--- src/rtl/rdmc_pkg.sv ---
`default_nettype none
// ----------------------------------------------------------------------------
// rdmc_pkg
// Shared types, codes and register layout of the rover drive mode controller.
// ----------------------------------------------------------------------------
package rdmc_pkg;

  localparam int CfgIndexWidth = 3;
  localparam int CfgDataWidth  = 32;

  localparam logic [CfgIndexWidth-1:0] REG_BUTTON_TIMEOUT = 3'd0;
  localparam logic [CfgIndexWidth-1:0] REG_MOVE_MODE      = 3'd1;
  localparam logic [CfgIndexWidth-1:0] REG_SPEED_GO       = 3'd2;
  localparam logic [CfgIndexWidth-1:0] REG_STEER_TURN     = 3'd3;
  localparam logic [CfgIndexWidth-1:0] REG_PWM_MID        = 3'd4;
  localparam logic [CfgIndexWidth-1:0] REG_PWM_DEV        = 3'd5;

  localparam logic [31:0] BUTTON_TIMEOUT_RESET = 32'd1000;
  localparam logic [7:0]  MOVE_MODE_RESET      = 8'd0;
  localparam logic [14:0] SPEED_GO_RESET       = 15'd0;
  localparam logic [14:0] STEER_TURN_RESET     = 15'd0;
  localparam logic [11:0] PWM_MID_RESET        = 12'd1500;
  localparam logic [10:0] PWM_DEV_RESET        = 11'd500;

  localparam logic [1:0] ACT_TICK   = 2'd0;
  localparam logic [1:0] ACT_BUTTON = 2'd1;
  localparam logic [1:0] ACT_AUTO   = 2'd2;

  localparam logic [2:0] BTN_NONE  = 3'd0;
  localparam logic [2:0] BTN_FWD   = 3'd1;
  localparam logic [2:0] BTN_LEFT  = 3'd2;
  localparam logic [2:0] BTN_RIGHT = 3'd3;
  localparam logic [2:0] BTN_BACK  = 3'd4;
  localparam logic [2:0] BTN_STOP  = 3'd5;

  typedef enum logic [1:0] {
    MODE_STANDBY = 2'd0,
    MODE_MANUAL  = 2'd1,
    MODE_AUTO    = 2'd2
  } mode_t;

  typedef struct packed {
    logic [1:0] action;
    logic [2:0] button;
    logic       obstacle;
    logic       fence_breach;
    logic [7:0] ap_mode;
    logic       ap_armed;
  } item_t;

  typedef struct packed {
    logic [12:0] steer_pwm;
    logic [12:0] throttle_pwm;
    logic [1:0]  drive_mode;
    logic        request_mode_change;
    logic        request_arm;
    logic        accepted;
  } result_t;

  typedef struct packed {
    logic [31:0] button_timeout;
    logic [7:0]  move_mode;
    logic [14:0] speed_go;
    logic [14:0] steer_turn;
    logic [11:0] pwm_mid;
    logic [10:0] pwm_dev;
  } cfg_t;

  typedef struct packed {
    mode_t              mode;
    logic               req_mode;
    logic               req_arm;
    logic               accepted;
    logic signed [15:0] steer;
    logic signed [15:0] speed;
  } ctrl_out_t;

endpackage
`default_nettype wire

--- src/rtl/rover_drive_mode_controller_core.sv ---
`default_nettype none
// ----------------------------------------------------------------------------
// rover_drive_mode_controller_core
// Rover drive mode controller: one item per cycle while results are taken. An
// accepted beat lands in the input register; its result beat is presented from
// the result register. The mode update, the steer/speed choice and the two
// multiply-shift-add-clamp PWM maps run in one pass between those registers.
// While a result beat waits to be taken, the input register still takes one
// more beat; after that item_ready stays low until the result is taken.
// Configuration writes take effect at once and are to be made while idle.
// ----------------------------------------------------------------------------
module rover_drive_mode_controller_core
  import rdmc_pkg::*;
(
  input  wire logic                     clk,
  input  wire logic                     rst,
  input  wire logic                     wr_en,
  input  wire logic [CfgIndexWidth-1:0] wr_index,
  input  wire logic [CfgDataWidth-1:0]  wr_data,
  input  wire logic                     item_valid,
  output logic                          item_ready,
  input  wire item_t                    item,
  output logic                          result_valid,
  input  wire logic                     result_ready,
  output result_t                       result
);

  cfg_t      cfg;
  item_t     item_q;
  logic      item_valid_q;
  logic      advance;
  ctrl_out_t ctrl;
  logic [12:0] steer_pwm;
  logic [12:0] throttle_pwm;

  always_ff @(posedge clk) begin
    if (rst) begin
      cfg.button_timeout <= BUTTON_TIMEOUT_RESET;
      cfg.move_mode      <= MOVE_MODE_RESET;
      cfg.speed_go       <= SPEED_GO_RESET;
      cfg.steer_turn     <= STEER_TURN_RESET;
      cfg.pwm_mid        <= PWM_MID_RESET;
      cfg.pwm_dev        <= PWM_DEV_RESET;
    end else if (wr_en) begin
      case (wr_index)
        REG_BUTTON_TIMEOUT: cfg.button_timeout <= wr_data[31:0];
        REG_MOVE_MODE:      cfg.move_mode      <= wr_data[7:0];
        REG_SPEED_GO:       cfg.speed_go       <= wr_data[14:0];
        REG_STEER_TURN:     cfg.steer_turn     <= wr_data[14:0];
        REG_PWM_MID:        cfg.pwm_mid        <= wr_data[11:0];
        REG_PWM_DEV:        cfg.pwm_dev        <= wr_data[10:0];
        default: ;
      endcase
    end
  end

  assign advance    = item_valid_q && (!result_valid || result_ready);
  assign item_ready = !item_valid_q || advance;

  always_ff @(posedge clk) begin
    if (rst) begin
      item_valid_q <= 1'b0;
    end else if (item_ready) begin
      item_valid_q <= item_valid;
    end
  end

  always_ff @(posedge clk) begin
    if (item_valid && item_ready) begin
      item_q <= item;
    end
  end

  rdmc_mode_ctrl u_mode_ctrl (
    .clk  (clk),
    .rst  (rst),
    .step (advance),
    .item (item_q),
    .cfg  (cfg),
    .ctrl (ctrl)
  );

  rdmc_pwm_map u_steer_map (
    .value (ctrl.steer),
    .mid   (cfg.pwm_mid),
    .dev   (cfg.pwm_dev),
    .pwm   (steer_pwm)
  );

  rdmc_pwm_map u_throttle_map (
    .value (ctrl.speed),
    .mid   (cfg.pwm_mid),
    .dev   (cfg.pwm_dev),
    .pwm   (throttle_pwm)
  );

  always_ff @(posedge clk) begin
    if (rst) begin
      result_valid <= 1'b0;
    end else if (advance) begin
      result_valid <= 1'b1;
    end else if (result_ready) begin
      result_valid <= 1'b0;
    end
  end

  always_ff @(posedge clk) begin
    if (advance) begin
      result.steer_pwm           <= steer_pwm;
      result.throttle_pwm        <= throttle_pwm;
      result.drive_mode          <= ctrl.mode;
      result.request_mode_change <= ctrl.req_mode;
      result.request_arm         <= ctrl.req_arm;
      result.accepted            <= ctrl.accepted;
    end
  end

  a_requests_exclusive: assert property (@(posedge clk) disable iff (rst)
    result_valid |-> !(result.request_mode_change && result.request_arm))
    else $error("mode change and arm requested together");

  a_rejected_no_request: assert property (@(posedge clk) disable iff (rst)
    (result_valid && !result.accepted)
      |-> (!result.request_mode_change && !result.request_arm))
    else $error("request raised on a rejected beat");

  a_pwm_bound: assert property (@(posedge clk) disable iff (rst)
    result_valid |-> (result.steer_pwm <= ({1'b0, cfg.pwm_mid} + {2'b00, cfg.pwm_dev})
      && result.throttle_pwm <= ({1'b0, cfg.pwm_mid} + {2'b00, cfg.pwm_dev})))
    else $error("PWM above upper clamp");

  a_input_held: assert property (@(posedge clk) disable iff (rst)
    (item_valid_q && !advance) |=> (item_valid_q && $stable(item_q)))
    else $error("stalled input beat lost or changed");

endmodule
`default_nettype wire

--- src/rtl/rdmc_pwm_map.sv ---
`default_nettype none
// ----------------------------------------------------------------------------
// rdmc_pwm_map
// Maps a signed Q1.14 value to PWM: floor(v * dev / 2^14) + mid, clamped to
// [max(mid - dev, 0), mid + dev].
// ----------------------------------------------------------------------------
module rdmc_pwm_map
  import rdmc_pkg::*;
(
  input  wire logic signed [15:0] value,
  input  wire logic        [11:0] mid,
  input  wire logic        [10:0] dev,
  output logic             [12:0] pwm
);

  logic signed [27:0] prod;
  logic signed [13:0] quot;
  logic signed [14:0] sum;
  logic signed [13:0] diff;
  logic        [12:0] lo;
  logic        [12:0] hi;

  always_comb begin
    prod = value * $signed({1'b0, dev});
    quot = prod[27:14];
    sum  = $signed({quot[13], quot}) + $signed({3'b000, mid});
    diff = $signed({2'b00, mid}) - $signed({3'b000, dev});
    lo   = diff[13] ? 13'd0 : diff[12:0];
    hi   = {1'b0, mid} + {2'b00, dev};
    if (sum < $signed({2'b00, lo})) begin
      pwm = lo;
    end else if (sum > $signed({2'b00, hi})) begin
      pwm = hi;
    end else begin
      pwm = sum[12:0];
    end
  end

endmodule
`default_nettype wire

--- src/rtl/rdmc_mode_ctrl.sv ---
`default_nettype none
// ----------------------------------------------------------------------------
// rdmc_mode_ctrl
// Drive mode state, held button, tick counter and steer/speed selection.
// Updates state on each step and presents the values of the stepped item.
// ----------------------------------------------------------------------------
module rdmc_mode_ctrl
  import rdmc_pkg::*;
(
  input  wire logic      clk,
  input  wire logic      rst,
  input  wire logic      step,
  input  wire item_t     item,
  input  wire cfg_t      cfg,
  output ctrl_out_t      ctrl
);

  mode_t              mode_reg;
  logic [2:0]         held_button;
  logic [31:0]        since_button;
  logic signed [15:0] steer_value;
  logic signed [15:0] speed_value;

  mode_t              mode_reg_next;
  logic [2:0]         held_button_next;
  logic [31:0]        since_button_next;
  logic signed [15:0] steer_value_next;
  logic signed [15:0] speed_value_next;
  logic signed [15:0] go_val;
  logic signed [15:0] turn_val;

  always_comb begin
    mode_reg_next     = mode_reg;
    held_button_next  = held_button;
    since_button_next = since_button;
    steer_value_next  = steer_value;
    speed_value_next  = speed_value;
    go_val            = $signed({1'b0, cfg.speed_go});
    turn_val          = $signed({1'b0, cfg.steer_turn});
    ctrl.req_mode     = 1'b0;
    ctrl.req_arm      = 1'b0;
    ctrl.accepted     = 1'b0;
    case (item.action)
      ACT_TICK: begin
        ctrl.accepted = 1'b1;
        if (since_button != '1) begin
          since_button_next = since_button + 32'd1;
        end
        if (since_button_next > cfg.button_timeout) begin
          held_button_next = BTN_NONE;
        end
        case (held_button_next)
          BTN_NONE: begin
            if (mode_reg == MODE_MANUAL) begin
              mode_reg_next = MODE_STANDBY;
            end
          end
          BTN_STOP: mode_reg_next = MODE_STANDBY;
          default:  mode_reg_next = MODE_MANUAL;
        endcase
        if (mode_reg_next == MODE_STANDBY) begin
          steer_value_next = '0;
          speed_value_next = '0;
        end else begin
          if (item.ap_mode == cfg.move_mode) begin
            ctrl.req_arm = !item.ap_armed;
          end else begin
            ctrl.req_mode = 1'b1;
          end
          if (mode_reg_next == MODE_MANUAL) begin
            case (held_button_next)
              BTN_FWD: begin
                steer_value_next = '0;
                speed_value_next = go_val;
              end
              BTN_BACK: begin
                steer_value_next = '0;
                speed_value_next = -go_val;
              end
              BTN_LEFT: begin
                steer_value_next = -turn_val;
                speed_value_next = '0;
              end
              BTN_RIGHT: begin
                steer_value_next = turn_val;
                speed_value_next = '0;
              end
              default: ;
            endcase
          end else if (!item.obstacle && !item.fence_breach) begin
            steer_value_next = '0;
            speed_value_next = go_val;
          end else begin
            steer_value_next = turn_val;
            speed_value_next = '0;
          end
        end
      end
      ACT_BUTTON: begin
        if (item.button inside {[BTN_FWD:BTN_STOP]}) begin
          held_button_next  = item.button;
          since_button_next = '0;
          ctrl.accepted     = 1'b1;
        end
      end
      ACT_AUTO: begin
        mode_reg_next = MODE_AUTO;
        ctrl.accepted = 1'b1;
      end
      default: ;
    endcase
    ctrl.mode  = mode_reg_next;
    ctrl.steer = steer_value_next;
    ctrl.speed = speed_value_next;
  end

  always_ff @(posedge clk) begin
    if (rst) begin
      mode_reg     <= MODE_STANDBY;
      held_button  <= BTN_NONE;
      since_button <= '1;
      steer_value  <= '0;
      speed_value  <= '0;
    end else if (step) begin
      mode_reg     <= mode_reg_next;
      held_button  <= held_button_next;
      since_button <= since_button_next;
      steer_value  <= steer_value_next;
      speed_value  <= speed_value_next;
    end
  end

  a_manual_has_button: assert property (@(posedge clk) disable iff (rst)
    (mode_reg == MODE_MANUAL) |-> (held_button != BTN_NONE))
    else $error("manual mode without a held button");

  a_standby_zero: assert property (@(posedge clk) disable iff (rst)
    (step && item.action == ACT_TICK && ctrl.mode == MODE_STANDBY)
      |=> (steer_value == 16'sd0 && speed_value == 16'sd0))
    else $error("standby tick left nonzero steer or speed");

  a_button_clears_count: assert property (@(posedge clk) disable iff (rst)
    (step && item.action == ACT_BUTTON && ctrl.accepted) |=> (since_button == 32'd0))
    else $error("accepted button did not clear the tick count");

endmodule
`default_nettype wire
--- config.mk ---
export PLATFORM = sky130hd
export DESIGN_NAME = rover_drive_mode_controller_core
export DESIGN_NICKNAME = d
export VERILOG_FILES = /design/src/rtl/rdmc_pkg.sv /design/src/rtl/rover_drive_mode_controller_core.sv /design/src/rtl/rdmc_pwm_map.sv /design/src/rtl/rdmc_mode_ctrl.sv
export SDC_FILE = /design/constraint.sdc
export NUM_CORES = 2
export LEC_CHECK = 0
export ABC_AREA = 1
export BUFFER_PORTS_ARGS = -buffer_cell sky130_fd_sc_hd__buf_2
export CAP_MARGIN = 20
export CORE_UTILIZATION = 45
export CTS_CLUSTER_DIAMETER = 150
export DETAILED_ROUTE_END_ITERATION = 10
export GPL_TIMING_DRIVEN = 1
export PLACE_DENSITY = 0.63
export SLEW_MARGIN = 25
export SYNTH_ARGS = -nofsm -noshare
export SYNTH_HDL_FRONTEND = slang
export SYNTH_HIERARCHICAL = 1
export SYNTH_SLANG_ARGS = --single-unit
--- constraint.sdc ---
create_clock -name clk -period 32.2 [get_ports clk]
set_clock_uncertainty 0.2 [all_clocks]
set_input_delay 3.22 -clock clk [delete_from_list [all_inputs] [get_ports clk]]
set_output_delay 3.22 -clock clk [all_outputs]
set_load 0.05 [all_outputs]
==> flow_metrics.tcl <==
set metrics [dict create \
    run_status "completed" \
    yosys.cell_count.top_type "nand2_1" \
    worstHoldPathType "flip-flop to flip-flop" \
    relSlewSlack_pct 33.9 \
    timing.critical_path.arrival_ps 13310 \
    drt-total-wl_um 83600 \
    ys_warn_count 6 \
    die_width_um 264 \
    clk_root_buffer_cell "clkbuf_16" \
    finalWorstPathRequiredPeriod_ps 13050 \
    total_inserted_antenna_cells 0 \
    grt_pass1_wl_um 136000 \
    fp.dieH_um 264 \
    cp_slowest_stage_delay_ps 720 \
    crit_required_ps 32460 \
    synthDominantAreaCellType "fa_1" \
    final_util_pct 48.4 \
    initial_core_util_pct 45.7 \
    synth.top_cell.area_share_pct 21.1 \
    htree_num_levels 1 \
    gr-usage-all-layers_pct 24.0 \
    setup_repair_after_global_routing_missed_its_margin "no" \
    synth-seq-cells 211 \
    gp_congestion 0.924 \
    post_cts_buffers 0 \
    total_iterations_of_the_first_detailed_routing_run 5 \
    final_antenna_violating_net_count 0 \
    syn_area_um2 30900 \
    number_of_drc_violations_after_detailed_routing_iteration_0 1766 \
    dr_total_vias 26957 \
    critPathKind "flip-flop to flip-flop" \
    mappedNetlistNets 5149 \
    fp-row-count 95 \
    via_per_inst 5.04 \
    layout.nets 5107 \
    reg_top3 "cfg x93, u_mode_ctrl/since_button x32, result x31" \
    hpwlAfterDp_um 64900 \
    max_flop_register "cfg" \
    max_freq_mhz 76.6 \
    synth.lib_cells_used.distinct 59 \
    cts_buffer_depth 3 \
    die_area_um2 69800 \
    synthCells 4494 \
    largest_reg_flops 93 \
    critical-path-slowest-cell "nand2_1" \
    grt_start_max_net_pins 84 \
    final-hold-violation-count 0 \
    grt_overflow 0 \
    tritoncts_buffers 26 \
    worst_slew_pin_slew_ps 990 \
    dominantRegCellSynth "dfxtp_1" \
    worst_setup_hold_path_clk_slew_ps 60 \
    worst_path_most_repeated_cell "nand2_1" \
    synthTopCellsByArea "fa_1, nand2_1, inv_1" \
    final_min_period_over_clock_period_pct 40.5 \
    worstSkewPairLatency_ps 590 \
    avgRoutedWirePerCell_um 15.6 \
    synth_seq_area_share_pct 15.2 \
    synthToLayoutAreaGrowth_pct 5.84 \
    drc 0 \
    setup-tns-final_ps 0 \
    tritoncts "done" \
    timing_max_transition_violations_final 0 \
    maxCapViolCount 0 \
    start_kind "flip-flop" \
    avgSynthCellArea_um2 6.88 \
    crit_path_end_kind "flip-flop" \
    synth.top_cells.by_count "nand2_1, inv_1, nor2_1" \
    clkSinkCount 211 \
    count_of_flip_flops_with_a_built_in_enable_after_synthesis 47 \
    io_buffer_count 88 \
    holdWs_ps 257 \
    ioPinCount 89 \
    ctsResizeCount 0 \
    critPathMaxFanout 20 \
    number_of_antenna_violations_at_the_first_check_in_global_routing 1 \
    final_layout_size_suffix_gt1_share_pct 6.06 \
    powerDensity_nw_per_um2 74.4 \
    grt_pass1_vias 26051 \
    synth-async-reset-ratio_pct 0 \
    holdBufCountCts 0 \
    setup_viol 0 \
    core_region_area_um2 67600 \
    power.leakage_nw 18.3 \
    report.power.total_mw 2.43 \
    ir_drop_uv 71.7 \
]
==> stage by stage <==
stage | instances | setup slack, ps | area [um^2]
2_1_floorplan | 4494 | 21590 | 30900
3_3_place_gp | 5297 | 19350 | 31800
3_5_place_dp | 5297 | 19170 | 31800
4_1_cts | 5345 | 19110 | 32700
5_1_grt | 5345 | 17770 | 32700
6_report | 5345 | 19150 | 32700
==> worst paths after layout <==
path,startpoint,to,slack (ps),cells past startpoint
max reg2reg,u_mode_ctrl/since_button[0],result[21],19150,61
min,cfg[8],cfg[8],260,2
max,u_mode_ctrl/since_button[0],result[21],19150,61
min reg2reg,cfg[8],cfg[8],260,2
==> worst max-delay path: cells and delay by family, from the launching register on <==
kind	cells	cell delay (ps)
adders and majority gates	10	4100
DFF	1	340
and+or+nand+nor	34	5150
buffers and inverters	4	200
xor gates and xnor gates	3	680
AOI/OAI and AO/OA	10	2190
==> power by group <==
group	internal (mW)	switching [mW]	total, mW
clock	0.194	0.133	0.327
sequential	0.324	0.0282	0.352
combinational	0.613	1.14	1.76
total	1.13	1.30	2.43
==> metal layers <==
layer | GRT usage [%] | vias up | share of wire [%]
li1 | - | 13503 | -
met1 | 32.4 | 12628 | 46
met2 | 39.9 | 690 | 46
met3 | 2.79 | 136 | 4.8
met4 | 7.35 | 0 | 3.2
met5 | 0 | - | 0
==> logic make-up after synthesis <==
group                      Yosys count  share of synthesized area (%)
adders and majority gates          599                           32.1
AOI/OAI and AO/OA                  313                           5.89
xor gates and xnor gates           125                           3.59
buffers and inverters             1128                           14.3
and+or+nand+nor                   2117                           28.8
muxes                                1                         0.0324
DFF                                211                           15.2
==> cell usage in the layout (no fill, tap or decap), types with 9 or more instances in the layout <==
master	netlist	routed
a21oi_1	150	149
ha_1	273	273
nand3_1	272	272
edfxtp_1	47	47
or2_2	10	10
nor2_1	427	424
inv_1	933	932
nand4_1	67	67
nand2_1	1231	1231
buf_4	28	24
a21o_1	9	9
o21ai_0	72	71
nor3_1	22	22
fa_1	326	326
a31oi_1	15	15
xnor2_1	35	35
nor2_2	12	14
nor2_4	11	12
xor2_1	88	88
clkbuf_16	0	27
dfxtp_1	164	163
nand2_2	24	24
nand3_2	10	10
inv_2	11	12
a22oi_1	12	12
o21a_1	9	9
buf_2	39	88
o21bai_1	10	10
==> cell type report <==
| class | count | area [um^2] |
|---|---|---|
| Fill cell | 6893 | 34900 |
| Multi-Input combinational cell | 3155 | 21800 |
| Sequential cell | 211 | 4700 |
| Inverter | 946 | 3550 |
| Tap cell | 873 | 1090 |
| Clock buffer | 33 | 728 |
| Timing Repair Buffer | 112 | 621 |
| Clock inverter | 15 | 224 |
(Power assumes the default switching activity.)
